===== src/noise_lfsr_channel_top_defines.svh =====
// Assertion macros for the noise LFSR channel.
// Used by the controller and datapath. Expects aclk and aresetn in scope.
`ifndef NOISE_LFSR_CHANNEL_TOP_DEFINES_SVH
`define NOISE_LFSR_CHANNEL_TOP_DEFINES_SVH

// Same-cycle implication, checked outside reset.
`define NLC_ASSERT_IMPL(name, ante, cons, msg) \
    name: assert property (@(posedge aclk) disable iff (!aresetn) (ante) |-> (cons)) \
        else $error(msg);

// Next-cycle implication, checked outside reset.
`define NLC_ASSERT_NEXT(name, ante, cons, msg) \
    name: assert property (@(posedge aclk) disable iff (!aresetn) (ante) |=> (cons)) \
        else $error(msg);

`endif


===== src/nlc_pkg.sv =====
// Shared types, constants and the period tables of the noise LFSR channel.
// No dependencies.
`timescale 1ns / 1ps

package nlc_pkg;

    // Field widths
    localparam int STEP_W     = 24;
    localparam int VOL_W      = 4;
    localparam int SAMPLE_W   = 5;
    localparam int PERIOD_W   = 12;
    localparam int LFSR_W     = 15;
    localparam int CFG_IDX_W  = 2;
    localparam int CFG_DATA_W = 4;
    localparam int QUOT_W     = 4;
    localparam int DIV_CNT_W  = 2;

    localparam logic [LFSR_W-1:0] LFSR_SEED = 15'h4000;
    localparam int TAP_LONG  = 1;
    localparam int TAP_SHORT = 6;

    // Configuration register indexes
    localparam logic [CFG_IDX_W-1:0] REG_PERIOD_INDEX = 2'd0;
    localparam logic [CFG_IDX_W-1:0] REG_SHORT_TAP    = 2'd1;
    localparam logic [CFG_IDX_W-1:0] REG_REGION       = 2'd2;

    // Period tables, in timer units before the fraction shift
    localparam logic [PERIOD_W-1:0] PERIOD_TABLE_A [16] = '{
        12'h004, 12'h008, 12'h010, 12'h020, 12'h040, 12'h060, 12'h080, 12'h0A0,
        12'h0CA, 12'h0FE, 12'h17C, 12'h1FC, 12'h2FA, 12'h3F8, 12'h7F2, 12'hFE4
    };
    localparam logic [PERIOD_W-1:0] PERIOD_TABLE_B [16] = '{
        12'h004, 12'h007, 12'h00E, 12'h01E, 12'h03C, 12'h058, 12'h076, 12'h094,
        12'h0BC, 12'h0EC, 12'h162, 12'h1D8, 12'h2C4, 12'h3B0, 12'h762, 12'hEC2
    };

    function automatic logic [PERIOD_W-1:0] period_lookup(input logic       region,
                                                          input logic [3:0] idx);
        return region ? PERIOD_TABLE_B[idx] : PERIOD_TABLE_A[idx];
    endfunction

    // Source of the delivered sample
    typedef enum logic [1:0] {
        RES_ZERO,
        RES_HELD,
        RES_QUOT
    } res_sel_t;

    // Controller to datapath
    typedef struct packed {
        logic     load;
        logic     shift;
        logic     div_init;
        logic     div_step;
        logic     out_load;
        res_sel_t res_sel;
    } ctrl_cmd_t;

    // Datapath to controller
    typedef struct packed {
        logic enabled;
        logic timer_neg;
        logic count_zero;
        logic out_free;
    } dp_status_t;

endpackage


===== src/nlc_ctrl.sv =====
// Controller of the noise LFSR channel: sequences load, shifts, division, output.
// Depends on nlc_pkg and noise_lfsr_channel_top_defines.svh.
`timescale 1ns / 1ps
`include "noise_lfsr_channel_top_defines.svh"

module nlc_ctrl (
    input  logic               aclk,
    input  logic               aresetn,
    input  logic               s_valid,
    output logic               s_ready,
    input  nlc_pkg::dp_status_t sts_i,
    output nlc_pkg::ctrl_cmd_t  cmd_o
);

    typedef enum logic [1:0] {
        ST_IDLE,
        ST_RUN,
        ST_DIV,
        ST_OUT
    } state_t;

    localparam logic [nlc_pkg::DIV_CNT_W-1:0] DIV_LAST =
        nlc_pkg::DIV_CNT_W'(nlc_pkg::QUOT_W - 1);

    state_t                            state_reg, state_next;
    logic [nlc_pkg::DIV_CNT_W-1:0]     div_cnt_reg, div_cnt_next;
    nlc_pkg::res_sel_t                 res_sel_reg, res_sel_next;

    // Next state and commands
    always_comb begin
        state_next    = state_reg;
        div_cnt_next  = div_cnt_reg;
        res_sel_next  = res_sel_reg;
        s_ready       = 1'b0;
        cmd_o         = '0;
        cmd_o.res_sel = res_sel_reg;
        unique case (state_reg)
            ST_IDLE: begin
                s_ready = 1'b1;
                if (s_valid) begin
                    cmd_o.load = 1'b1;
                    state_next = ST_RUN;
                end
            end
            ST_RUN: begin
                if (!sts_i.enabled) begin
                    res_sel_next = nlc_pkg::RES_ZERO;
                    state_next   = ST_OUT;
                end else if (sts_i.timer_neg) begin
                    cmd_o.shift = 1'b1;
                end else if (sts_i.count_zero) begin
                    res_sel_next = nlc_pkg::RES_HELD;
                    state_next   = ST_OUT;
                end else begin
                    cmd_o.div_init = 1'b1;
                    div_cnt_next   = '0;
                    state_next     = ST_DIV;
                end
            end
            ST_DIV: begin
                cmd_o.div_step = 1'b1;
                div_cnt_next   = div_cnt_reg + 1'b1;
                if (div_cnt_reg == DIV_LAST) begin
                    res_sel_next = nlc_pkg::RES_QUOT;
                    state_next   = ST_OUT;
                end
            end
            ST_OUT: begin
                if (sts_i.out_free) begin
                    cmd_o.out_load = 1'b1;
                    state_next     = ST_IDLE;
                end
            end
        endcase
    end

    // State and registered control
    always_ff @(posedge aclk) begin
        if (!aresetn) begin
            state_reg   <= ST_IDLE;
            div_cnt_reg <= '0;
            res_sel_reg <= nlc_pkg::RES_ZERO;
        end else begin
            state_reg   <= state_next;
            div_cnt_reg <= div_cnt_next;
            res_sel_reg <= res_sel_next;
        end
    end

    `NLC_ASSERT_IMPL(a_shift_only_when_due, cmd_o.shift, sts_i.timer_neg && sts_i.enabled, "shift without negative timer")
    `NLC_ASSERT_IMPL(a_out_only_when_free, cmd_o.out_load, sts_i.out_free, "output overwritten")
    `NLC_ASSERT_IMPL(a_div_nonzero_count, cmd_o.div_init, !sts_i.count_zero, "division by zero count")
    `NLC_ASSERT_NEXT(a_load_then_run, cmd_o.load, state_reg == ST_RUN && !s_ready, "load not followed by run")

endmodule


===== src/nlc_datapath.sv =====
// Datapath of the noise LFSR channel: config, timer, LFSR, sum, divider, output register.
// Depends on nlc_pkg and noise_lfsr_channel_top_defines.svh.
`timescale 1ns / 1ps
`include "noise_lfsr_channel_top_defines.svh"

module nlc_datapath #(
    parameter int FRAC_BITS = 16
) (
    input  logic                                 aclk,
    input  logic                                 aresetn,
    // configuration
    input  logic                                 cfg_valid,
    input  logic [nlc_pkg::CFG_IDX_W-1:0]        cfg_index,
    input  logic [nlc_pkg::CFG_DATA_W-1:0]       cfg_data,
    // input payload
    input  logic [nlc_pkg::STEP_W-1:0]           s_time_step,
    input  logic                                 s_channel_enabled,
    input  logic [nlc_pkg::VOL_W-1:0]            s_volume,
    // output channel
    output logic                                 m_valid,
    input  logic                                 m_ready,
    output logic signed [nlc_pkg::SAMPLE_W-1:0]  m_sample,
    // control
    input  nlc_pkg::ctrl_cmd_t                   cmd_i,
    output nlc_pkg::dp_status_t                  sts_o
);

    // Timer holds [-2^STEP_W, period << FRAC_BITS) without wrapping
    localparam int PER_SH_W = nlc_pkg::PERIOD_W + FRAC_BITS;
    localparam int TIMER_W  = ((PER_SH_W > nlc_pkg::STEP_W) ? PER_SH_W : nlc_pkg::STEP_W) + 1;
    // Shifts per item are at most 2^(STEP_W - 2 - FRAC_BITS) (smallest period is 4)
    localparam int CNT_LOG  = (FRAC_BITS < nlc_pkg::STEP_W - 2) ?
                              (nlc_pkg::STEP_W - 2 - FRAC_BITS) : 0;
    localparam int CNT_W    = CNT_LOG + 1;
    localparam int REM_W    = CNT_W + nlc_pkg::VOL_W;
    localparam int SUM_W    = REM_W + 1;
    localparam int DVS_W    = CNT_W + nlc_pkg::QUOT_W - 1;

    // Configuration registers
    logic [3:0] period_idx_reg;
    logic       short_tap_reg;
    logic       region_reg;

    // Architectural state
    logic signed [TIMER_W-1:0]            timer_reg;
    logic [nlc_pkg::LFSR_W-1:0]           lfsr_reg;
    logic signed [nlc_pkg::SAMPLE_W-1:0]  held_reg;

    // Per-transaction working registers
    logic                                 enabled_reg;
    logic [nlc_pkg::VOL_W-1:0]            vol_reg;
    logic signed [SUM_W-1:0]              sum_reg;
    logic [CNT_W-1:0]                     count_reg;
    logic [REM_W-1:0]                     rem_reg;
    logic [DVS_W-1:0]                     dvs_reg;
    logic [nlc_pkg::QUOT_W-1:0]           quot_reg;
    logic                                 neg_reg;
    logic signed [nlc_pkg::SAMPLE_W-1:0]  sample_reg;
    logic                                 valid_reg;

    logic [nlc_pkg::PERIOD_W-1:0]         period;
    logic signed [TIMER_W-1:0]            period_ext;
    logic signed [TIMER_W-1:0]            step_ext;
    logic                                 tap_bit;
    logic                                 positive;
    logic [nlc_pkg::LFSR_W-1:0]           lfsr_next;
    logic signed [nlc_pkg::SAMPLE_W-1:0]  vol_s;
    logic signed [nlc_pkg::SAMPLE_W-1:0]  shift_val;
    logic signed [SUM_W-1:0]              sum_abs;
    logic [REM_W-1:0]                     dvs_ext;
    logic                                 div_ge;
    logic signed [nlc_pkg::SAMPLE_W-1:0]  quot_s;
    logic signed [nlc_pkg::SAMPLE_W-1:0]  result;
    logic                                 out_free;

    // Period and step in timer units
    assign period     = nlc_pkg::period_lookup(region_reg, period_idx_reg);
    assign period_ext = $signed(TIMER_W'({period, {FRAC_BITS{1'b0}}}));
    assign step_ext   = $signed(TIMER_W'(s_time_step));

    // LFSR step and its signed contribution
    assign tap_bit   = short_tap_reg ? lfsr_reg[nlc_pkg::TAP_SHORT] : lfsr_reg[nlc_pkg::TAP_LONG];
    assign positive  = ~lfsr_reg[0];
    assign lfsr_next = {lfsr_reg[0] ^ tap_bit, lfsr_reg[nlc_pkg::LFSR_W-1:1]};
    assign vol_s     = $signed({1'b0, vol_reg});
    assign shift_val = positive ? vol_s : -vol_s;

    // Divider: magnitude of the sum, one quotient bit per cycle
    assign sum_abs = sum_reg[SUM_W-1] ? -sum_reg : sum_reg;
    assign dvs_ext = REM_W'(dvs_reg);
    assign div_ge  = (rem_reg >= dvs_ext);
    assign quot_s  = $signed({1'b0, quot_reg});

    // Result select
    always_comb begin
        unique case (cmd_i.res_sel)
            nlc_pkg::RES_ZERO: result = '0;
            nlc_pkg::RES_HELD: result = held_reg;
            nlc_pkg::RES_QUOT: result = neg_reg ? -quot_s : quot_s;
            default:           result = '0;
        endcase
    end

    assign out_free = !valid_reg || m_ready;

    // Configuration writes
    always_ff @(posedge aclk) begin
        if (!aresetn) begin
            period_idx_reg <= '0;
            short_tap_reg  <= 1'b0;
            region_reg     <= 1'b0;
        end else if (cfg_valid) begin
            unique case (cfg_index)
                nlc_pkg::REG_PERIOD_INDEX: period_idx_reg <= cfg_data;
                nlc_pkg::REG_SHORT_TAP:    short_tap_reg  <= cfg_data[0];
                nlc_pkg::REG_REGION:       region_reg     <= cfg_data[0];
                default: ;
            endcase
        end
    end

    // Timer, LFSR and held sample
    always_ff @(posedge aclk) begin
        if (!aresetn) begin
            timer_reg <= '0;
            lfsr_reg  <= nlc_pkg::LFSR_SEED;
            held_reg  <= '0;
        end else if (cmd_i.load) begin
            if (s_channel_enabled) begin
                timer_reg <= timer_reg - step_ext;
            end
        end else if (cmd_i.shift) begin
            timer_reg <= timer_reg + period_ext;
            lfsr_reg  <= lfsr_next;
            held_reg  <= shift_val;
        end
    end

    // Accumulation and division
    always_ff @(posedge aclk) begin
        if (cmd_i.load) begin
            enabled_reg <= s_channel_enabled;
            vol_reg     <= s_volume;
            sum_reg     <= '0;
            count_reg   <= '0;
        end else if (cmd_i.shift) begin
            sum_reg   <= sum_reg + SUM_W'(shift_val);
            count_reg <= count_reg + 1'b1;
        end
        if (cmd_i.div_init) begin
            rem_reg  <= sum_abs[REM_W-1:0];
            dvs_reg  <= {count_reg, {(nlc_pkg::QUOT_W-1){1'b0}}};
            quot_reg <= '0;
            neg_reg  <= sum_reg[SUM_W-1];
        end else if (cmd_i.div_step) begin
            rem_reg  <= div_ge ? (rem_reg - dvs_ext) : rem_reg;
            dvs_reg  <= dvs_reg >> 1;
            quot_reg <= {quot_reg[nlc_pkg::QUOT_W-2:0], div_ge};
        end
    end

    // Output register
    always_ff @(posedge aclk) begin
        if (!aresetn) begin
            valid_reg <= 1'b0;
        end else if (cmd_i.out_load) begin
            valid_reg <= 1'b1;
        end else if (m_ready) begin
            valid_reg <= 1'b0;
        end
    end

    always_ff @(posedge aclk) begin
        if (cmd_i.out_load) begin
            sample_reg <= result;
        end
    end

    assign m_valid  = valid_reg;
    assign m_sample = sample_reg;

    assign sts_o.enabled    = enabled_reg;
    assign sts_o.timer_neg  = timer_reg[TIMER_W-1];
    assign sts_o.count_zero = (count_reg == '0);
    assign sts_o.out_free   = out_free;

    `NLC_ASSERT_IMPL(a_lfsr_nonzero, 1'b1, lfsr_reg != '0, "LFSR reached all zeros")
    `NLC_ASSERT_IMPL(a_held_in_range, 1'b1, held_reg >= -5'sd15, "held sample out of range")
    `NLC_ASSERT_NEXT(a_shift_counted, cmd_i.shift, count_reg != '0, "shift count wrapped")

endmodule


===== src/noise_lfsr_channel_top.sv =====
// Noise LFSR channel: per request, runs the phase timer, LFSR shifts and averaging.
// Disabled channel or no shift: zero or held sample goes from RUN to OUT and is registered there;
// with N shifts (one per cycle), the sum is divided by N in DIV first (N <= 2^(22-FRAC_BITS), 64 at 16).
// Requests: one in flight, next accepted once the sample is loaded into the output register; m_ready stalls hold OUT.
// Reset (aresetn, synchronous, low): timer 0, LFSR 0x4000, held sample 0, config 0.
// Depends on nlc_pkg, nlc_ctrl and nlc_datapath.
`timescale 1ns / 1ps

module noise_lfsr_channel_top #(
    parameter int FRAC_BITS = 16
) (
    input  logic                                aclk,
    input  logic                                aresetn,
    // configuration write channel
    input  logic                                cfg_valid,
    output logic                                cfg_ready,
    input  logic [nlc_pkg::CFG_IDX_W-1:0]       cfg_index,
    input  logic [nlc_pkg::CFG_DATA_W-1:0]      cfg_data,
    // request channel
    input  logic                                s_valid,
    output logic                                s_ready,
    input  logic [nlc_pkg::STEP_W-1:0]          s_time_step,
    input  logic                                s_channel_enabled,
    input  logic [nlc_pkg::VOL_W-1:0]           s_volume,
    // sample channel
    output logic                                m_valid,
    input  logic                                m_ready,
    output logic signed [nlc_pkg::SAMPLE_W-1:0] m_sample
);

    nlc_pkg::ctrl_cmd_t  cmd;
    nlc_pkg::dp_status_t sts;

    // Config writes must only happen while idle; the block does not enforce this, and writes are always taken
    assign cfg_ready = 1'b1;

    nlc_ctrl u_ctrl (
        .aclk    (aclk),
        .aresetn (aresetn),
        .s_valid (s_valid),
        .s_ready (s_ready),
        .sts_i   (sts),
        .cmd_o   (cmd)
    );

    nlc_datapath #(
        .FRAC_BITS (FRAC_BITS)
    ) u_datapath (
        .aclk              (aclk),
        .aresetn           (aresetn),
        .cfg_valid         (cfg_valid),
        .cfg_index         (cfg_index),
        .cfg_data          (cfg_data),
        .s_time_step       (s_time_step),
        .s_channel_enabled (s_channel_enabled),
        .s_volume          (s_volume),
        .m_valid           (m_valid),
        .m_ready           (m_ready),
        .m_sample          (m_sample),
        .cmd_i             (cmd),
        .sts_o             (sts)
    );

endmodule

===== config.mk =====
export PLATFORM = sky130hd
export DESIGN_NAME = noise_lfsr_channel_top
export DESIGN_NICKNAME = d
export VERILOG_FILES = /design/src/nlc_pkg.sv /design/src/nlc_ctrl.sv /design/src/nlc_datapath.sv /design/src/noise_lfsr_channel_top.sv
export VERILOG_INCLUDE_DIRS = /design/src /design/src/src
export SDC_FILE = /design/constraint.sdc
export NUM_CORES = 1
export LEC_CHECK = 0
export BUFFER_PORTS_ARGS = -buffer_cell sky130_fd_sc_hd__buf_2
export CAP_MARGIN = 10
export CORE_MARGIN = 10
export CORE_UTILIZATION = 55
export DETAILED_ROUTE_END_ITERATION = 12
export GPL_ROUTABILITY_DRIVEN = 1
export GPL_TIMING_DRIVEN = 0
export PLACE_DENSITY = 0.77
export RECOVER_POWER = 100
export SETUP_SLACK_MARGIN = 0.2
export SYNTH_ARGS = -nofsm -noshare
export SYNTH_HDL_FRONTEND = slang
export SYNTH_SLANG_ARGS = --single-unit
export TNS_END_PERCENT = 1

===== constraint.sdc =====
create_clock -name aclk -period 4.1 [get_ports aclk]
set_clock_uncertainty 0.15 [all_clocks]
set_input_delay 0.82 -clock aclk [delete_from_list [all_inputs] [get_ports aclk]]
set_output_delay 0.82 -clock aclk [all_outputs]
set_load 0.01 [all_outputs]

== Word-level counts from Yosys, hierarchy flattened ==
Memory sizes are Yosys's and may differ from the RTL's.
Index checks and enable logic that the tools add are counted.
W data, S select, Z words.

* Logic and storage cells: 119
* Flip-flop bits (word level): 117
* ROM bits: 384
* Memories kept: 2
* Bits of input ports: 40
* Output and inout port bits: 8

{| class="wikitable"
|+ Memory list
! memory !! words !! width !! read ports !! clocked after memory_dff !! wr ports !! line !! source
|-
| (name not given) || 16 || 12 || 1 || 0 || 0 || nlc_pkg.sv:39 || <nowiki>return region ? PERIOD_TABLE_B[idx] : PERIOD_TABLE_A[idx];</nowiki>
|-
| (name not given) || 16 || 12 || 1 || 0 || 0 || nlc_pkg.sv:39 ||
|}

* Eq/ne operators: 17
* Magnitude comparators: 2
* Bitwise gates (word level): 3
* Multiplexer cells: 47
* Add/sub/neg operators: 9
* Reductions and logical operators: 19

{| class="wikitable"
|+ Operator list
! cell !! count
|-
| $mux W29 || 3
|-
| $mux W12 || 5
|-
| $mux W11 || 4
|-
| $add A29 B29 Y29 || 1
|-
| $sub A29 B25 Y29 || 1
|-
| $mux W2 || 14
|-
| $mux W10 || 2
|-
| $mux W1 || 13
|-
| $add A12 B5 Y12 || 1
|-
| $reduce_and A2 Y1 || 6
|-
| $reduce_and A4 Y1 || 3
|-
| $ge A11 B10 Y1 || 1
|-
| $neg A11 Y11 || 1
|-
| $sub A11 B10 Y11 || 1
|-
| $eq A2 B2 Y1 const B || 5
|-
| $mux W5 || 2
|-
| $neg A4 Y5 || 2
|-
| $pmux W5 S2 || 1
|-
| $reduce_bool A2 Y1 || 5
|-
| $ne A2 B2 Y1 const B || 4
|-
| $pmux W2 S2 || 2
|-
| $pmux W2 S4 || 1
|-
| $add A7 B1 Y7 const B || 1
|-
| $logic_not A7 Y1 || 1
|-
| other kinds (11) || 17
|}

== Longest topological paths before layout ==
* Depth after elaboration: 8
* Gate-level depth with buffers: 17
* Mapped depth without buffers: 17

== Cells and area by module ==
Synthesis repeated with hierarchy kept, for this count alone.

* Cell total of the unflattened synthesis: 1051
* Area total of the unflattened synthesis: 8526.9 sq um

{| class="wikitable"
|+ Modules (own cells, without submodules)
! module !! times used !! area an instance (sq um) !! seq. area each (sq um) !! cells an instance
|-
| nlc_datapath || 1 || 8077.7 || 2512.4 || 997
|-
| nlc_ctrl || 1 || 437.9 || 120.1 || 52
|-
| noise_lfsr_channel_top || 1 || 11.3 || 0.0 || 2
|}

== Least setup slack after synthesis ==
Ideal clock, no wire load.

* Kind: input port to flip-flop
* Start point: input port s_time_step[0] in the netlist's numbering
* End point: register u_datapath.timer_reg[24]
* Buffers on the path: 0
* Stages: 11
* Arrival time: 2.916 ns
* Required time: 3.833 ns
* Setup time: 0.117 ns
* Path slack: 0.917 ns
* Cell sequence: ha_1 -> inv_1 -> fa_1 -> a21o_1 -> a221oi_4 -> o21ai_2 -> nand4_2 -> and2_1 -> o21ai_1 -> or4_1 -> a32o_1

* Word-level cells in the longest chain between the ends: 3

{| class="wikitable"
|+ RTL lines
! item !! line !! source
|-
| start, declared || noise_lfsr_channel_top.sv:22 || <nowiki>input logic [nlc_pkg::STEP_W-1:0] s_time_step,</nowiki>
|-
| $sub A29 B25 Y29 || nlc_datapath.sv:130 || <nowiki>timer_reg <= timer_reg - step_ext;</nowiki>
|-
| $mux W29 || nlc_datapath.sv:129 || <nowiki>if (s_channel_enabled) begin</nowiki>
|-
| $mux W29 || nlc_datapath.sv:128 || <nowiki>end else if (cmd_i.load) begin</nowiki>
|-
| end signal, assigned || nlc_datapath.sv:130 ||
|-
| end signal, assigned || nlc_datapath.sv:133 || <nowiki>timer_reg <= timer_reg + period_ext;</nowiki>
|-
| end, declared || nlc_datapath.sv:45 || <nowiki>logic signed [TIMER_W-1:0] timer_reg;</nowiki>
|}

Every way passes these cells. The select of a mux whose other input is x is not followed.
A chain may end at the register's enable or synchronous reset.

== Worst setup path in the final report ==
Ends and elaborated chain as after synthesis.

==> summary.md <==
| Metric | Value |
|---|---|
| Reported max-cap violation count | `0` |
| Clock transition at the register clock pins on the worst setup and hold paths after CTS | `50 ps` |
| TritonCTS clock tree | `built` |
| Worst reg2reg startpoint | `u_datapath.period_idx_reg[0]` |
| Number of antenna violations at the first check in global routing | `0` |
| Max rail drop VDD | `0.000363 V` |
| Vias post-DR | `7404` |
| Total leakage power | `3.92 nW` |
| Post-Syn Nets | `1156` |
| Share of synthesized flip-flops with an asynchronous set or reset | `0%` |
| Cell area power density | `489 nW/um^2` |
| Number of top-level pins | `48` |
| Top delay family on crit path | `compound AO/OA/AOI/OAI gates` |
| Top cell type by total area after synthesis | `sky130_fd_sc_hd__dfxtp_1` |
| Launch instance of the worst min-delay path | `u_datapath.lfsr_reg[2]` |
| Std-Cell Core Area | `14600 sq um` |
| Multiplexer share of the synthesized area | `2.30%` |
| Growth of design area from synthesis to finish | `11.8%` |
| Yosys cell types | `73` |
| Result of the run | `complete, no violations` |
| Unrepaired setup endpoints after global routing | `false` |
| Clock buffer count from CTS | `17` |
| Library cell contributing the largest single delay on the critical path | `sky130_fd_sc_hd__a221oi_1` |
| Pin count of the biggest net entering global routing | `17` |
| Post-synthesis sequential element count | `117` |
| Final setup violation count | `0` |
| Count of buffer and inverter cells on the critical path | `2` |
| Synthesized instance count | `1031` |
| Setup slack on the worst flop-to-flop path | `440 ps` |
| Xor/xnor cell area share of the yosys netlist | `5.84%` |
| Total grt overflow | `0` |
| Starting DRT DRC Count | `607` |
| Compound-gate portion of the synthesized area | `21.0%` |
| Synthesized cell area | `8250 sq um` |
| Die ar. | `20300 sq um` |
| Cell at the root of the clock tree | `sky130_fd_sc_hd__clkbuf_16` |
| All-layer global routing usage | `19.4%` |
| Post-Synthesis Mean Instance Area | `8.00 sq um` |
| Category of the critical setup timing path | `in2reg` |
| Initial standard-cell utilization of the core | `56.4%` |
| Count of flip-flops with a built-in enable after synthesis | `29` |
| CP startpoint kind | `input port` |
| Dominant combinational cell family by area after synthesis | `compound AO/OA/AOI/OAI gates` |
| Depth of the CTS H-tree | `4` |
| Clock latency reported for the late side of the worst-skew pair | `420 ps` |
| Main flop type after synthesis | `sky130_fd_sc_hd__dfxtp_1` |
| Adder-Cell Fraction of Synth Area | `13.3%` |
| Delay of the slowest cell on the worst path | `500 ps` |
| Maximum number of buffers from clock root to sink | `2` |
| Number of nets at the end of the flow | `1222` |
| Routed via count divided by cell count | `5.72` |
| Post-Synth Simple-Gate Area | `20.1%` |
| # clock sinks | `117` |
| Post-Route WL | `19600 um` |
| Worst EP required | `4250 ps` |
| Proportion of synthesized chip area in sequential cells | `31.9%` |
| Antenna diodes | `0` |
| Number of hold violations in the final report | `0` |
| Area share of the largest cell type after synthesis | `21.3%` |
| Placer's final routability congestion estimate | `0.920` |
| Post-detail-place hpwl | `14700 um` |
| Fraction of layout cells with a size suffix above 1 | `7.39%` |
| Total of fill cells in the finished design | `1320` |
| Number of nets with antenna violations after routing | `0` |
| Min-Delay Path Class | `reg2reg` |
| Remaining routing DRC violations | `0` |
| Synth top area cells | `sky130_fd_sc_hd__dfxtp_1 (21%), sky130_fd_sc_hd__ha_1 (12%), sky130_fd_sc_hd__edfxtp_1 (11%), sky130_fd_sc_hd__nand2_1 (6.8%), sky130_fd_sc_hd__a21oi_1 (6.2%)` |
| First-pass GRT wire length | `32600 um` |
| Placement Rows | `44` |
| Crit path max fanout | `3` |
| Arrival time of the worst setup path | `3860 ps` |
| Worst Setup End Kind | `register` |
| Period utilisation layout | `90.4%` |
| Reg2Reg Capture Point | `u_datapath.timer_reg[28]` |
| Transition at the pin with the smallest max-transition slack | `755 ps` |
| Cells on worst reg2reg path | `17` |
| Most common cell on crit path | `sky130_fd_sc_hd__o21ai_0` |
| Detail-routed net length per standard cell | `15.1 um` |
| Total power of the final layout | `4.51 mW` |
| Via count of the first global-routing pass | `6859` |
| Max Fclk | `270 MHz` |
| Die extent in y | `142 um` |
| Worst hold endpoint | `u_datapath.lfsr_reg[1]` |
| Remaining max-slew budget at the tightest pin | `49.7%` |
| Length of the first detailed-routing pass in iterations | `5` |
| Final-report max-slew violation count | `0` |
| Clock period minus worst slack | `3710 ps` |
| CTS Hold Buffers Added | `0` |
| IO Port Bufs | `46` |
| Hold Path Stages | `2` |
| Setup_tns | `0 ps` |
| Flip-flop count of the largest register after layout | `29` |
| Floorplan die width | `142 um` |
| Cell-by-cell listing of the critical path | `buf_2 > ha_1 > inv_1 > fa_1 > a21o_1 > a221oi_1 > o21ai_0 > nand4_2 > and2_0 > o21ai_0 > or4_1 > a32o_1` |
| Total of warnings raised by yosys | `0` |
## power breakdown
| group | internal (mW) | total (mW) | switching, mW |
|---|---|---|---|
| combinational | 0.646 | 1.61 | 0.963 |
| sequential | 1.41 | 1.54 | 0.135 |
| clock | 0.851 | 1.36 | 0.509 |
## per-layer routing
layer	track usage, %	part of all wire, %	vias up
met2	28.8	43	242
met1	27.0	48	3371
met5	0	0	-
met3	3.91	7.1	27
met4	7.60	1.8	0
li1	-	-	3764
## tightest hold or removal path, delay by kind of cell (launching register included)
family / cells / cell delay (ps)
compound gates: 1 / 50
flops: 1 / 300
simple gates: 1 / 50
## per-stage QoR
step                hold WS [ps]  cell area, sq um  setup WS [ps]  util [%]  instances
CTS                          296              9260            202      63.2       1294
global placement             287              8710            233      59.5       1261
floorplan                    282              8250            917         -       1031
global route                 314              9230            124      63.0       1294
detailed placement           293              8720            217      59.6       1262
finish                       295              9230            393      63.0       1294
## logic make-up after synthesis
family                     Yosys count
DFF                                117
adders and majority gates           85
buffers and inverters              120
AOI/OAI and AO/OA                  273
and+or+nand+nor                    361
xor gates and xnor gates            55
other                                1
muxes                               19
## what timing repair did
item,in CTS,in global routing
endpoints found under the setup margin,0,3
setup buffers,0,0
endpoints found under the hold margin,0,0
gates resized for setup,0,12
## cell type report
cell class / instances / area [sq um] / area share (%)
Clock inverter: 4 / 20.0 / 0.217
Tap cell: 184 / 230 / 2.50
Inverter: 80 / 300 / 3.25
Buffer: 40 / 158 / 1.71
Timing Repair Buffer: 47 / 223 / 2.41
Multi-Input combinational cell: 794 / 5140 / 55.7
Clock buffer: 28 / 518 / 5.61
Sequential cell: 117 / 2630 / 28.5
## cell usage in the layout, fill, tap and decap left out, drive strengths merged, types with 10 or more instances in the layout
cell    netlist  final
a211oi       10     10
a21o         15     15
a21oi       103    103
a31oi        10     10
buf           9     39
clkbuf       31     76
dfxtp        88     88
edfxtp       29     29
ha           81     81
inv          78     78
mux2i        19     19
nand2       149    149
nand2b       13     13
nand3        19     19
nor2         91     91
nor2b        11     11
nor3         16     16
o21ai        52     52
o31ai        15     15
xnor2        37     37
xor2         18     18
## worst max-delay path by stage
stage                                            start                  endpoint  slack [ps]  cells after the start
after floorplan                         s_time_step[0]  u_datapath.timer_reg[24]         920                     11
after global placement    u_datapath.period_idx_reg[2]  u_datapath.timer_reg[28]         230                     15
after detailed placement  u_datapath.period_idx_reg[2]  u_datapath.timer_reg[28]         220                     15
after CTS                 u_datapath.period_idx_reg[2]  u_datapath.timer_reg[28]         200                     15
after global routing      u_datapath.period_idx_reg[0]  u_datapath.timer_reg[28]         120                     17
final                                   s_time_step[0]  u_datapath.timer_reg[24]         390                     12
## cells in the mapped netlist, types with 3 or more instances
cell,number
sky130_fd_sc_hd__nand2_1,149
sky130_fd_sc_hd__a21oi_1,102
sky130_fd_sc_hd__nor2_1,91
sky130_fd_sc_hd__dfxtp_1,88
sky130_fd_sc_hd__ha_1,81
sky130_fd_sc_hd__inv_1,78
sky130_fd_sc_hd__o21ai_0,47
sky130_fd_sc_hd__xnor2_1,37
sky130_fd_sc_hd__clkbuf_1,31
sky130_fd_sc_hd__edfxtp_1,29
sky130_fd_sc_hd__mux2i_1,19
sky130_fd_sc_hd__nand3_1,19
sky130_fd_sc_hd__xor2_1,18
sky130_fd_sc_hd__a21o_1,15
sky130_fd_sc_hd__nor3_1,15
sky130_fd_sc_hd__o31ai_1,15
sky130_fd_sc_hd__nand2b_1,13
sky130_fd_sc_hd__nor2b_1,11
sky130_fd_sc_hd__a211oi_1,10
sky130_fd_sc_hd__a31oi_1,10
sky130_fd_sc_hd__o211ai_1,9
sky130_fd_sc_hd__o21a_1,9
sky130_fd_sc_hd__or3_1,9
sky130_fd_sc_hd__and3_1,8
sky130_fd_sc_hd__nand3b_1,7
sky130_fd_sc_hd__nand4_1,7
sky130_fd_sc_hd__or2_2,7
sky130_fd_sc_hd__a22oi_1,6
sky130_fd_sc_hd__and2_1,6
sky130_fd_sc_hd__o21bai_1,6
sky130_fd_sc_hd__nor3b_1,5
sky130_fd_sc_hd__o311ai_0,5
sky130_fd_sc_hd__buf_1,4
sky130_fd_sc_hd__buf_2,4
sky130_fd_sc_hd__fa_1,4
sky130_fd_sc_hd__o21ai_1,4
sky130_fd_sc_hd__a21boi_0,3
sky130_fd_sc_hd__nand4b_1,3
sky130_fd_sc_hd__o2111ai_1,3
sky130_fd_sc_hd__or4_1,3
Note: power is estimated with default switching activity, not from simulation.
